$ cat config.mk
export PLATFORM = sky130hd
export DESIGN_NAME = base64_stream_codec_core
export DESIGN_NICKNAME = d
export VERILOG_FILES = /design/src/hw/rtl/b64sc_pkg.sv /design/src/hw/rtl/b64sc_front.sv /design/src/hw/rtl/b64sc_queue.sv /design/src/hw/rtl/b64sc_back.sv /design/src/hw/rtl/base64_stream_codec_core.sv
export VERILOG_INCLUDE_DIRS = /design/src /design/src/hw/rtl
export SDC_FILE = /design/constraint.sdc
export NUM_CORES = 1
export LEC_CHECK = 0
export BUFFER_PORTS_ARGS = -buffer_cell sky130_fd_sc_hd__buf_2
export CORE_ASPECT_RATIO = 0.8
export CORE_MARGIN = 1.5
export CORE_UTILIZATION = 50
export DETAILED_ROUTE_END_ITERATION = 10
export PLACE_DENSITY = 0.72
export SETUP_SLACK_MARGIN = 0.15
export SLEW_MARGIN = 20
export SYNTH_ARGS = -nofsm -noshare
export SYNTH_HDL_FRONTEND = slang
export SYNTH_HIERARCHICAL = 1
export SYNTH_SLANG_ARGS = --single-unit
$ cat constraint.sdc
create_clock -name i_clk -period 6.2 [get_ports i_clk]
set_clock_uncertainty 0.05 [all_clocks]
set_input_delay 0.31 -clock i_clk [delete_from_list [all_inputs] [get_ports i_clk]]
set_output_delay 0.31 -clock i_clk [all_outputs]
set_load 0.005 [all_outputs]
$ cat src/hw/rtl/base64_stream_codec_core_macros.svh
// Assertion helpers for the Base64 codec.
// Sampled on the rising clock edge, disabled while reset is asserted.
`ifndef BASE64_STREAM_CODEC_CORE_MACROS_SVH
`define BASE64_STREAM_CODEC_CORE_MACROS_SVH

// Same-cycle implication
`define B64SC_ASSERT_NOW(label, clk, rst_n, ante, cons, msg) \
    label: assert property (@(posedge clk) disable iff (!rst_n) (ante) |-> (cons)) \
        else $error(msg);

// Next-cycle implication
`define B64SC_ASSERT_NEXT(label, clk, rst_n, ante, cons, msg) \
    label: assert property (@(posedge clk) disable iff (!rst_n) (ante) |=> (cons)) \
        else $error(msg);

`endif

$ cat src/hw/rtl/b64sc_pkg.sv
package b64sc_pkg;

    // Characters with a special role
    localparam logic [7:0] PadChar   = 8'h3D;  // '='
    localparam logic [7:0] PlusChar  = 8'h2B;  // '+'
    localparam logic [7:0] SlashChar = 8'h2F;  // '/'

    // Direction register values
    localparam logic DirEncode = 1'b0;
    localparam logic DirDecode = 1'b1;

    // Number of '=' for a final group holding 3, 1 or 2 bytes (index count mod 3)
    localparam logic [1:0] PadForRest [3] = '{2'd0, 2'd2, 2'd1};

    // Input transfer payload
    typedef struct packed {
        logic [7:0] data_byte;
        logic       end_of_message;
    } t_in;

    // Output transfer payload
    typedef struct packed {
        logic [7:0] out_byte;
        logic       has_data;
        logic       out_last;
        logic       error;
    } t_out;

    // One finished group, handed from the front end to the serializer
    typedef struct packed {
        logic [23:0] bits;     // aligned triple (encode) or gathered group (decode)
        logic        decode;
        logic [1:0]  nres_m1;  // number of results minus one
        logic [1:0]  pads;     // trailing '=' characters (encode)
        logic        last;     // group closes the message
        logic        err;      // error flag for the final result
        logic        bad_len;  // message length not a multiple of four
    } t_cmd;

    // Queue status seen by both sides
    typedef struct packed {
        logic empty;
        logic full;
    } t_q_stat;

    // Decoded character: sextet value and out-of-alphabet flag
    typedef struct packed {
        logic       bad;
        logic [5:0] val;
    } t_sext;

    // Sextet to alphabet character
    function automatic logic [7:0] enc_char(input logic [5:0] v);
        logic [7:0] w;
        logic [7:0] c;
        w = {2'b00, v};
        if (v < 6'd26) begin
            c = w + 8'd65;            // 'A'..'Z'
        end else if (v < 6'd52) begin
            c = w + 8'd71;            // 'a'..'z'
        end else if (v < 6'd62) begin
            c = w - 8'd4;             // '0'..'9'
        end else if (v == 6'd62) begin
            c = PlusChar;
        end else begin
            c = SlashChar;
        end
        return c;
    endfunction

    // Alphabet character to sextet; flags anything else
    function automatic t_sext dec_char(input logic [7:0] c);
        t_sext s;
        s.bad = 1'b0;
        s.val = 6'd0;
        if (c >= 8'h41 && c <= 8'h5A) begin
            s.val = 6'(c - 8'd65);
        end else if (c >= 8'h61 && c <= 8'h7A) begin
            s.val = 6'(c - 8'd71);
        end else if (c >= 8'h30 && c <= 8'h39) begin
            s.val = 6'(c + 8'd4);
        end else if (c == PlusChar) begin
            s.val = 6'd62;
        end else if (c == SlashChar) begin
            s.val = 6'd63;
        end else begin
            s.bad = 1'b1;
        end
        return s;
    endfunction

endpackage

$ cat src/hw/rtl/b64sc_front.sv
module b64sc_front
    import b64sc_pkg::*;
(
    input  logic    i_clk,
    input  logic    i_rst_n,
    input  logic    i_cfg_wr_en,
    input  logic    i_cfg_wr_data,
    input  logic    i_in_valid,
    output logic    o_in_ready,
    input  t_in     i_in_data,
    input  t_q_stat i_q_stat,
    output logic    o_push,
    output t_cmd    o_push_cmd
);

    logic        r_dir;
    logic [23:0] r_bits;
    logic [1:0]  r_cnt;
    logic [1:0]  r_pads;
    logic        r_bad;

    logic [23:0] n_bits;
    logic [1:0]  n_cnt;
    logic [1:0]  n_pads;
    logic        n_bad;

    logic        fire;
    logic        eom;
    logic [7:0]  ch;
    t_sext       sx;
    logic        is_pad;
    logic [1:0]  e_cnt;
    logic [23:0] e_bits;
    logic [23:0] d_bits;
    logic [1:0]  d_cnt;
    logic [1:0]  d_pads;
    logic        d_bad;
    logic [1:0]  pad_idx;

    // Accept whenever the queue can take a group
    assign o_in_ready = !i_q_stat.full;
    assign fire       = i_in_valid && o_in_ready;
    assign eom        = i_in_data.end_of_message;
    assign ch         = i_in_data.data_byte;

    // Encode path: shift in a byte
    assign e_bits  = {r_bits[15:0], ch};
    assign e_cnt   = r_cnt + 2'd1;
    assign pad_idx = (e_cnt == 2'd3) ? 2'd0 : e_cnt;

    // Decode path: classify the character and shift in its sextet
    assign sx     = dec_char(ch);
    assign is_pad = (ch == PadChar);
    assign d_bits = {r_bits[17:0], (is_pad ? 6'd0 : sx.val)};
    assign d_cnt  = r_cnt + 2'd1;
    assign d_pads = r_pads + {1'b0, (is_pad && r_cnt >= 2'd2)};
    assign d_bad  = r_bad || (!is_pad && sx.bad);

    // Group completion and the command it produces
    always_comb begin
        n_bits     = r_bits;
        n_cnt      = r_cnt;
        n_pads     = r_pads;
        n_bad      = r_bad;
        o_push     = 1'b0;
        o_push_cmd = '0;
        if (fire) begin
            if (r_dir == DirEncode) begin
                n_bits = e_bits;
                n_cnt  = e_cnt;
                if (e_cnt == 2'd3 || eom) begin
                    o_push = 1'b1;
                    unique case (e_cnt)
                        2'd1:    o_push_cmd.bits = {e_bits[7:0], 16'd0};
                        2'd2:    o_push_cmd.bits = {e_bits[15:0], 8'd0};
                        default: o_push_cmd.bits = e_bits;
                    endcase
                    o_push_cmd.decode  = DirEncode;
                    o_push_cmd.nres_m1 = 2'd3;
                    o_push_cmd.pads    = PadForRest[pad_idx];
                    o_push_cmd.last    = eom;
                    n_bits = '0;
                    n_cnt  = '0;
                    if (eom) begin
                        n_pads = '0;
                        n_bad  = 1'b0;
                    end
                end
            end else begin
                n_bits = d_bits;
                n_cnt  = d_cnt;
                n_pads = d_pads;
                n_bad  = d_bad;
                if (d_cnt != 2'd0) begin
                    // Message ends inside a group: single error result
                    if (eom) begin
                        o_push             = 1'b1;
                        o_push_cmd.decode  = DirDecode;
                        o_push_cmd.nres_m1 = 2'd0;
                        o_push_cmd.last    = 1'b1;
                        o_push_cmd.err     = 1'b1;
                        o_push_cmd.bad_len = 1'b1;
                        n_bits = '0;
                        n_cnt  = '0;
                        n_pads = '0;
                        n_bad  = 1'b0;
                    end
                end else begin
                    o_push             = 1'b1;
                    o_push_cmd.bits    = d_bits;
                    o_push_cmd.decode  = DirDecode;
                    o_push_cmd.nres_m1 = eom ? (2'd2 - d_pads) : 2'd2;
                    o_push_cmd.last    = eom;
                    o_push_cmd.err     = d_bad;
                    n_bits = '0;
                    n_pads = '0;
                    if (eom) begin
                        n_bad = 1'b0;
                    end
                end
            end
        end
    end

    // Direction register and group state; a direction write drops the group
    always_ff @(posedge i_clk) begin
        if (!i_rst_n) begin
            r_dir  <= DirEncode;
            r_bits <= '0;
            r_cnt  <= '0;
            r_pads <= '0;
            r_bad  <= 1'b0;
        end else if (i_cfg_wr_en) begin
            r_dir  <= i_cfg_wr_data;
            r_bits <= '0;
            r_cnt  <= '0;
            r_pads <= '0;
            r_bad  <= 1'b0;
        end else begin
            r_bits <= n_bits;
            r_cnt  <= n_cnt;
            r_pads <= n_pads;
            r_bad  <= n_bad;
        end
    end

endmodule

$ cat src/hw/rtl/b64sc_queue.sv
module b64sc_queue
    import b64sc_pkg::*;
(
    input  logic    i_clk,
    input  logic    i_rst_n,
    input  logic    i_push,
    input  t_cmd    i_push_cmd,
    input  logic    i_pop,
    output t_cmd    o_head,
    output t_q_stat o_stat
);

    // Two-entry group queue
    t_cmd       r_mem [2];
    logic       r_wr;
    logic       r_rd;
    logic [1:0] r_cnt;

    logic do_push;
    logic do_pop;

    assign o_stat.empty = (r_cnt == 2'd0);
    assign o_stat.full  = (r_cnt == 2'd2);
    assign do_push      = i_push && !o_stat.full;
    assign do_pop       = i_pop && !o_stat.empty;
    assign o_head       = r_mem[r_rd];

    // Storage, no reset needed
    always_ff @(posedge i_clk) begin
        if (do_push) begin
            r_mem[r_wr] <= i_push_cmd;
        end
    end

    // Pointers and fill level
    always_ff @(posedge i_clk) begin
        if (!i_rst_n) begin
            r_wr  <= 1'b0;
            r_rd  <= 1'b0;
            r_cnt <= '0;
        end else begin
            if (do_push) begin
                r_wr <= !r_wr;
            end
            if (do_pop) begin
                r_rd <= !r_rd;
            end
            unique case ({do_push, do_pop})
                2'b10:   r_cnt <= r_cnt + 2'd1;
                2'b01:   r_cnt <= r_cnt - 2'd1;
                default: r_cnt <= r_cnt;
            endcase
        end
    end

endmodule

$ cat src/hw/rtl/b64sc_back.sv
module b64sc_back
    import b64sc_pkg::*;
(
    input  logic    i_clk,
    input  logic    i_rst_n,
    input  t_cmd    i_head,
    input  t_q_stat i_q_stat,
    output logic    o_pop,
    output logic    o_out_valid,
    input  logic    i_out_ready,
    output t_out    o_out_data
);

    logic [1:0] r_idx;
    logic       r_valid;
    t_out       r_out;

    logic       load;
    logic       is_final;
    logic [5:0] sext;
    logic [7:0] dbyte;
    logic       pad_pos;
    t_out       n_out;

    assign load     = !i_q_stat.empty && (!r_valid || i_out_ready);
    assign is_final = (r_idx == i_head.nres_m1);
    assign o_pop    = load && is_final;

    // Field selection for the current result
    always_comb begin
        unique case (r_idx)
            2'd0:    sext = i_head.bits[23:18];
            2'd1:    sext = i_head.bits[17:12];
            2'd2:    sext = i_head.bits[11:6];
            default: sext = i_head.bits[5:0];
        endcase
        unique case (r_idx)
            2'd0:    dbyte = i_head.bits[23:16];
            2'd1:    dbyte = i_head.bits[15:8];
            default: dbyte = i_head.bits[7:0];
        endcase
    end

    assign pad_pos = ({1'b0, r_idx} >= (3'd4 - {1'b0, i_head.pads}));

    // Build one result
    always_comb begin
        n_out.out_last = i_head.last && is_final;
        n_out.error    = i_head.err && i_head.last && is_final;
        n_out.has_data = !i_head.bad_len;
        if (i_head.bad_len) begin
            n_out.out_byte = 8'd0;
        end else if (i_head.decode == DirDecode) begin
            n_out.out_byte = dbyte;
        end else begin
            n_out.out_byte = pad_pos ? PadChar : enc_char(sext);
        end
    end

    // Output register
    always_ff @(posedge i_clk) begin
        if (!i_rst_n) begin
            r_valid <= 1'b0;
            r_idx   <= '0;
        end else begin
            if (load) begin
                r_valid <= 1'b1;
                r_idx   <= is_final ? 2'd0 : r_idx + 2'd1;
            end else if (i_out_ready) begin
                r_valid <= 1'b0;
            end
        end
    end

    always_ff @(posedge i_clk) begin
        if (load) begin
            r_out <= n_out;
        end
    end

    assign o_out_valid = r_valid;
    assign o_out_data  = r_out;

endmodule

$ cat src/hw/rtl/base64_stream_codec_core.sv
// Base64 (standard alphabet) stream encoder / decoder.
// Input channel i_in_valid / o_in_ready / i_in_data carries one byte per transfer,
// with end_of_message set on the last byte of each message. Output channel
// o_out_valid / i_out_ready / o_out_data carries one result per transfer.
// i_cfg_wr_en / i_cfg_wr_data write the direction bit (0 encode, 1 decode);
// a write also drops any partly gathered group. Write only while idle.
// Encode: each 3 bytes give 4 characters, a short final group is padded.
// Decode: each 4 characters give up to 3 bytes; errors come on the last result.
// The group that a byte completes passes through the group queue and the output
// register before its first result is presented. Input takes one byte per cycle while
// the queue has room; output gives one result per cycle while not stalled. The output
// serializer sets the pace, so encoding is held to four characters out per three bytes
// in, while decoding takes one character per cycle. A two-entry group queue lets the
// input side keep taking bytes while the output is stalled, until both entries fill.
// Reset (i_rst_n low, synchronous) sets encode mode and empties all state.
// A stalled result stays in the output register until it is taken.
`include "base64_stream_codec_core_macros.svh"

module base64_stream_codec_core
    import b64sc_pkg::*;
(
    input  logic i_clk,
    input  logic i_rst_n,
    input  logic i_cfg_wr_en,
    input  logic i_cfg_wr_data,
    input  logic i_in_valid,
    output logic o_in_ready,
    input  t_in  i_in_data,
    output logic o_out_valid,
    input  logic i_out_ready,
    output t_out o_out_data
);

    t_q_stat q_stat;
    t_cmd    push_cmd;
    t_cmd    head;
    logic    push;
    logic    pop;

    // Front end: gathers groups
    b64sc_front u_front (
        .i_clk        (i_clk),
        .i_rst_n      (i_rst_n),
        .i_cfg_wr_en  (i_cfg_wr_en),
        .i_cfg_wr_data(i_cfg_wr_data),
        .i_in_valid   (i_in_valid),
        .o_in_ready   (o_in_ready),
        .i_in_data    (i_in_data),
        .i_q_stat     (q_stat),
        .o_push       (push),
        .o_push_cmd   (push_cmd)
    );

    // Group queue
    b64sc_queue u_queue (
        .i_clk     (i_clk),
        .i_rst_n   (i_rst_n),
        .i_push    (push),
        .i_push_cmd(push_cmd),
        .i_pop     (pop),
        .o_head    (head),
        .o_stat    (q_stat)
    );

    // Back end: one result per cycle while the output is not stalled
    b64sc_back u_back (
        .i_clk      (i_clk),
        .i_rst_n    (i_rst_n),
        .i_head     (head),
        .i_q_stat   (q_stat),
        .o_pop      (pop),
        .o_out_valid(o_out_valid),
        .i_out_ready(i_out_ready),
        .o_out_data (o_out_data)
    );

    // Checks
    `B64SC_ASSERT_NOW(a_err_on_last, i_clk, i_rst_n, o_out_valid && o_out_data.error, o_out_data.out_last, "error flagged on a result that is not the last")
    `B64SC_ASSERT_NOW(a_nodata_is_err, i_clk, i_rst_n, o_out_valid && !o_out_data.has_data, o_out_data.error && o_out_data.out_last && (o_out_data.out_byte == 8'd0), "empty result is not a length error")
    `B64SC_ASSERT_NEXT(a_full_blocks, i_clk, i_rst_n, push && q_stat.full, 1'b0, "group pushed into a full queue")

endmodule

==> impl_results.md, run 1 <==
- Max Cap Viol: 0
- GR Util met2: 0.353
- Critical Path Sink: u_queue/r_mem[0][30]$_DFFE_PP_
- LEAKAGE: approximately 2.4 nW
- Area Growth Syn to Fin: 7.69%
- Share of layout cells above drive strength 1: 0.163
- Grt met3 use: 0.0468
- Vias in the first global route: approximately 4700
- Syn Area/Cell: ~10 um2
- Die width: roughly 130 um
- Area post-placement: 6580 um2
- Cells after Synth: about 640
- Fin nets: 680
- Crit end category: flip-flop
- Hold Crit Class: in -> reg
- Most frequent CP cell: inv_1
- Setup TNS: 0 ns
- Vias per cell: ~6.2
- Grt peak-use layer: met2
- Finished Cell Area: approximately 7000 um2
- CTS resizes: 0
- Endpoints failing hold: 0
- Clk_lat worst skew: about 0.34 ns
- Final HPWL DP: ~11000 um
- Largest delay contributor family on the critical path: simple AND/OR/NAND/NOR gates
- Buffers on Ports: 27
- Commonest non-fill, non-tap cells in the layout: edfxtp_1 (75), a21oi_1 (58), nand2_1 (55)
- DRC: 0
- Register Area: a little under 3000 um2
- Total core area: between 10000 and 15000 um2
- Origin of the worst setup path: u_queue/r_cnt[0]$_SDFFE_PN0P_
- Largest area contributor in the netlist: edfxtp_1
- Num CTS Buffers: 9
- CTS Hold Bufs: 0
- Synth top area share: 0.352
- Top FF cell, synth: edfxtp_1
- Clk slew on worst S/H paths: roughly 0.070 ns
- FFs w/ async S/R, synth: 0
- Final wirelength: 15200 um
- Final worst-path cycle share: 0.575
- Post-CTS Setup Bufs: 0
- Fill count: 1100
- Mapped Nets: between 600 and 700
- Clk buf depth: 2
- Synth top area cells: edfxtp_1 (35%), dfxtp_1 (10%), ha_1 (5.3%)
- Setup CP Type: reg -> reg
- Synth Warn #: 6
- Min cycle time layout: approximately 3.6 ns
- Sequential-to-total area share from yosys stat: 0.453
- CP arrival: around 3.5 ns
- Critical-path top delay cell: nor2_1
- Final weighted congestion in routability-driven placement: approximately 0.91
- Initial core utilization: 0.518
- Power Density: ~270 nW/um2
- Final setup vio count: 0
- All-Layer GR Usage: 0.232
- Drt first pass iters: 6
- Pin count of the biggest net entering global routing: 35
- Global-route wire length before repair: approximately 24000 um
- Worst Tran Pin Value: 1.02 ns
- Bufs and invs on worst path: 5
- Antenna fix cells: 0
- Htree depth: 3
- Fin cells: just over 800
- Run status: finished clean
- Worst path max stage delay: roughly 0.58 ns
- CTS tree: done
- Core Util, Final: 0.558
- Clock sinks: between 100 and 150
- Via count: between 5000 and 6000
- DR iter-0 viols: 597
- Post-synth cell types: 78
- Fmax achieved: about 0.28 GHz
- Peak supply drop: around 160 uV
- Placed Cells: around 800
- Unrepaired setup endpoints after global routing: no
- Post-Syn Area: approximately 6400 um2
- Type of origin of the critical path: flip-flop
- Slew HR: 0.322
- R2R setup slack: around 2.6 ns
- Wirelength per Cell: about 19 um
- R2R Path End: u_queue/r_mem[0][30]$_DFFE_PP_
- Req. time, crit path: 6.15 ns
- M1 GR Usage: 0.334
- ANT nets after route: 0
- Worst R2R Start: u_queue/r_cnt[0]$_SDFFE_PN0P_
- Number of enable flip-flop cells after synthesis: 75
- Reg2reg path depth: 11
- Global route overflow: 0
- Std cell rows: 36
- Crit-path max FO: 32
- Area occupied by multi-input gates: approximately 3200 um2
- Initial antenna violation count: 0
- Worst path cell trace: nand2b_2 > inv_2 > inv_1 > nand2_1 > nor2_1 > o21ai_0 > nand2_1 > inv_1 > or3_1 > inv_1 > buf_4
- WP depth: 11
- #FFs+latches synth: roughly 110
- Die area: about 13000 um2
- # IOs: 28
- Root Driver: clkbuf_16
- Most common cell after layout, fill and taps aside: edfxtp_1
- Die Y: about 100 um
- Slew Limit Fails: 0
-- Yosys cell counts, types with 4 or more instances --
library cell	instances
a21oi_1	58
a221oi_1	20
a22oi_1	5
a31oi_1	10
a32oi_1	4
a32oi_2	4
and2_1	5
and3_1	4
buf_1	4
buf_2	5
buf_4	5
buf_6	4
clkbuf_1	23
dfxtp_1	32
edfxtp_1	75
ha_1	27
inv_1	27
inv_2	5
mux2_1	12
mux2_2	22
nand2_1	55
nand2b_1	8
nand3_1	14
nor2_1	48
nor2b_1	7
nor3_1	25
nor3b_1	8
o21ai_0	20
o21ai_1	4
o221ai_1	4
or3_1	5
xnor2_1	10
xor2_1	4
-- registers in the layout, indices dropped and copies added (netlist names), 2 cells and up, named ones only --
signal,flops
u_queue/r_cnt,2
u_back/r_idx,2
u_front/r_pads,2
u_front/r_bits,18
u_front/r_cnt,2
u_queue/r_mem,64
u_back/o_out_data,11
-- cells by family (layout without fill, tap and decap cells) --
kind of cell,count (synthesis),count (layout),share of synthesized area
XOR/XNOR,14,14,0.0192
adder cells (fa/ha/maj),27,27,0.0529
flip-flops,107,107,0.453
multiplexers,39,39,0.0691
buffers and inverters,76,84,0.0532
AO/OA/AOI/OAI,171,171,0.192
AND/OR/NAND/NOR,201,201,0.161
-- area by class of cell --
type,count,area share
Sequential cell,107,0.420
Timing Repair Buffer,33,0.0262
Clock buffer,9,0.0327
Clock inverter,7,0.0109
Tap cell,171,0.0311
Inverter,35,0.0191
Multi-Input combinational cell,452,0.460
-- worst min-delay path by stage --
stage	startpoint	endpoint	slack (ns)	cells past startpoint
final	i_cfg_wr_data	u_front/r_dir$_SDFFE_PN0P_	0.19	3
after global routing	i_cfg_wr_data	u_front/r_dir$_SDFFE_PN0P_	0.21	3
after CTS	i_cfg_wr_data	u_front/r_dir$_SDFFE_PN0P_	0.18	3
after detailed placement	u_queue/r_wr$_SDFFE_PN0P_	u_queue/r_wr$_SDFFE_PN0P_	0.42	2
after global placement	u_queue/r_wr$_SDFFE_PN0P_	u_queue/r_wr$_SDFFE_PN0P_	0.42	2
after floorplan	i_rst_n	u_back/r_idx[1]$_SDFFE_PN0P_	0.38	2
-- metrics by stage --
stage          hold WS [ns]  power, W  setup WS [ns]
3_5_place_dp          0.423   0.00129           2.78
5_1_grt               0.208   0.00194           2.33
6_report              0.186   0.00185           2.63
4_1_cts               0.185   0.00185           2.70
3_3_place_gp          0.420   0.00127           2.91
2_1_floorplan         0.376   0.00118           3.33
-- layer usage --
layer | part of all wire | vias up | wire length, um
met5 | 0 | - | 0
met4 | 0.016 | 0 | 244
met3 | 0.093 | 24 | 1420
met2 | 0.44 | 277 | 6670
met1 | 0.45 | 2368 | 6840
li1 | - | 2374 | -
-- worst reg2reg max path, delay by kind of cell (launching register included) --
kind                   cells  cell delay [ns]
AO/OA/AOI/OAI              1             0.24
buffers and inverters      5             0.63
flip-flops                 1             0.43
AND/OR/NAND/NOR            5             1.84
-- where the power goes --
group          internal, W  switching (W)
Sequential        0.000815      0.0000215
Combinational     0.000159       0.000288
Clock             0.000316       0.000254
Total              0.00129       0.000564
No activity file was read; power rests on OpenSTA's default activity.
==> inputs of run 2 (changes only) <==
==> constraint.sdc (replaced) <==
create_clock -name i_clk -period 3.3 [get_ports i_clk]
set_clock_uncertainty 0.05 [all_clocks]
set_input_delay 0.165 -clock i_clk [delete_from_list [all_inputs] [get_ports i_clk]]
set_output_delay 0.165 -clock i_clk [all_outputs]
set_load 0.005 [all_outputs]
==> run 2 against run 1 <==
Die area unchanged. First-iteration DRC count down 8.0%. Global-route usage increased by 0.70 points. Maximum frequency rose by 23%. Highest routed layer unchanged.
==> impl_results.md, run 2 (synthesis results as in run 1) <==
- Run status: finished clean
- Endpoints failing hold: 0
- Pin count of the biggest net entering global routing: 33
- Placed Cells: slightly above 800
- Worst hold start: i_cfg_wr_data
- ANT nets after route: 0
- Unrepaired setup endpoints after global routing: no
- Bufs and invs on worst path: 1
- Critical-path top delay cell: dfxtp_2
- Initial core utilization: 0.518
- LEAKAGE: 2.50 nW
- Setup TNS: 0 ns
- Via count: approximately 5100
- Area Growth Syn to Fin: 9.38%
- Worst path max stage delay: about 0.5 ns
- Clk_lat worst skew: 0.35 ns
- Power Density: between 500 and 600 nW/um2
- Worst Tran Pin Value: 1.00 ns
- Vias per cell: 6.15
- Global-route wire length before repair: approximately 25000 um
- Final wirelength: around 16000 um
- Clk slew on worst S/H paths: about 0.070 ns
- Global route overflow: 0
- Final worst-path cycle share: 0.879
- Htree depth: 3
- Root Driver: clkbuf_16
- R2R setup slack: 0.40 ns
- Die area: approximately 13000 um2
- Req. time, crit path: approximately 3.4 ns
- Hold Crit Class: in -> reg
- Drt first pass iters: 6
- CTS tree: done
- Slew HR: 0.331
- Clk buf depth: 2
- Antenna fix cells: 0
- Crit end category: flip-flop
- Largest delay contributor family on the critical path: multiplexers
- Hold EP: u_front/r_dir$_SDFFE_PN0P_
- # IOs: 28
- Worst path cell trace: buf_4 > mux2_2 > a222oi_1 > mux2i_1 > nand2_1 > nor2_1 > mux2_4 > a211oi_2
- Final Total Pwr: 0.00352 W
- Min cycle time layout: between 2 and 3 ns
- Final setup vio count: 0
- Wirelength per Cell: between 15 and 20 um
- Most common cell after layout, fill and taps aside: edfxtp_1
- Reg2reg path depth: 8
- Max Cap Viol: 0
- Max reg flops: 64
- CP arrival: between 3 and 4 ns
- Fin nets: just under 700
- Final weighted congestion in routability-driven placement: between 0.9 and 1
- Fin cells: ~830
- Fmax achieved: 0.345 GHz
- Total core area: between 10000 and 15000 um2
- Setup CP Type: reg -> reg
- DRC: 0
- Peak supply drop: between 300 and 400 uV
- Num CTS Buffers: 9
- Die width: 129 um
- Top reg by flops: u_queue/r_mem
- Vias in the first global route: between 4000 and 5000
- Buffers on Ports: 27
- DR iter-0 viols: about 550
- Slew Limit Fails: 0
- Std cell rows: 36
- Share of layout cells above drive strength 1: 0.177
- Initial antenna violation count: 0
- R2R Path End: u_back/o_out_data[3]$_SDFFCE_PP0P_
- Hold depth: 3
- Final HPWL DP: ~11000 um
- Die Y: 104 um
- Type of origin of the critical path: flip-flop
- Post-CTS Setup Bufs: 0
- Crit-path max FO: 12
- Commonest non-fill, non-tap cells in the layout: edfxtp_1 (75), a21oi_1 (58), nand2_1 (55)
- Clock sinks: roughly 110
- All-Layer GR Usage: 0.239
## run 2: cell type report
type	count	area (um2)
fillers	1081	5350
inverters	35	131
flip-flops and latches	107	2890
clock buffers	14	297
multi-input cells	452	3160
well taps	171	214
clock inverters	2	13.8
repair buffers	45	283
## run 2: worst max-delay path by stage
stage | from | endpoint | slack, ns | cells after the start
after floorplan | u_queue/r_cnt[0]$_SDFFE_PN0P_ | u_queue/r_mem[0][0]$_DFFE_PP_ | 0.43 | 10
after global placement | flip-flop | u_back/o_out_data[4]$_SDFFCE_PP0P_ | 0.35 | 11
after detailed placement | flip-flop | u_back/o_out_data[3]$_SDFFCE_PP0P_ | 0.25 | 8
after CTS | flip-flop | u_back/o_out_data[3]$_SDFFCE_PP0P_ | 0.22 | 8
after global routing | flip-flop | u_back/o_out_data[3]$_SDFFCE_PP0P_ | 0.19 | 8
final | flip-flop | u_back/o_out_data[3]$_SDFFCE_PP0P_ | 0.40 | 8
## run 2: per-stage QoR
stage          hold slack, ns  instance area, um2  worst slack [ns]  utilization
4_1_cts                0.0385                6990             0.223        0.566
2_1_floorplan           0.231                6390             0.427            -
5_1_grt                0.0665                6990             0.187        0.566
3_3_place_gp            0.378                6680             0.348        0.541
6_report               0.0473                6990             0.400        0.566
3_5_place_dp            0.388                6680             0.254        0.541
## run 2: worst min-delay path: cells and delay by family
| kind | cells | cell delay, ns |
|---|---|---|
| buf+inv | 1 | 0.08 |
| mux | 1 | 0.05 |
| simple gates | 1 | 0.11 |
## run 2: metal layers
layer  up-vias  wire length, um  GRT usage  part of all wire
met2       228             7020      0.351              0.45
met5         -                0          0                 0
met3        15             1370     0.0494             0.087
li1       2391                -          -                 -
met4         0              142     0.0602            0.0091
met1      2450             7150      0.358              0.46
## run 2: power breakdown
part	internal [W]	switching (W)	total (W)
registers	0.00153	0.0000423	0.00157
clock network	0.000627	0.000467	0.00109
logic	0.000316	0.000541	0.000857
## run 2: repair_timing
item	CTS	global route
gates resized for setup	0	1
endpoints found under the setup margin	0	6
hold buffers	0	0
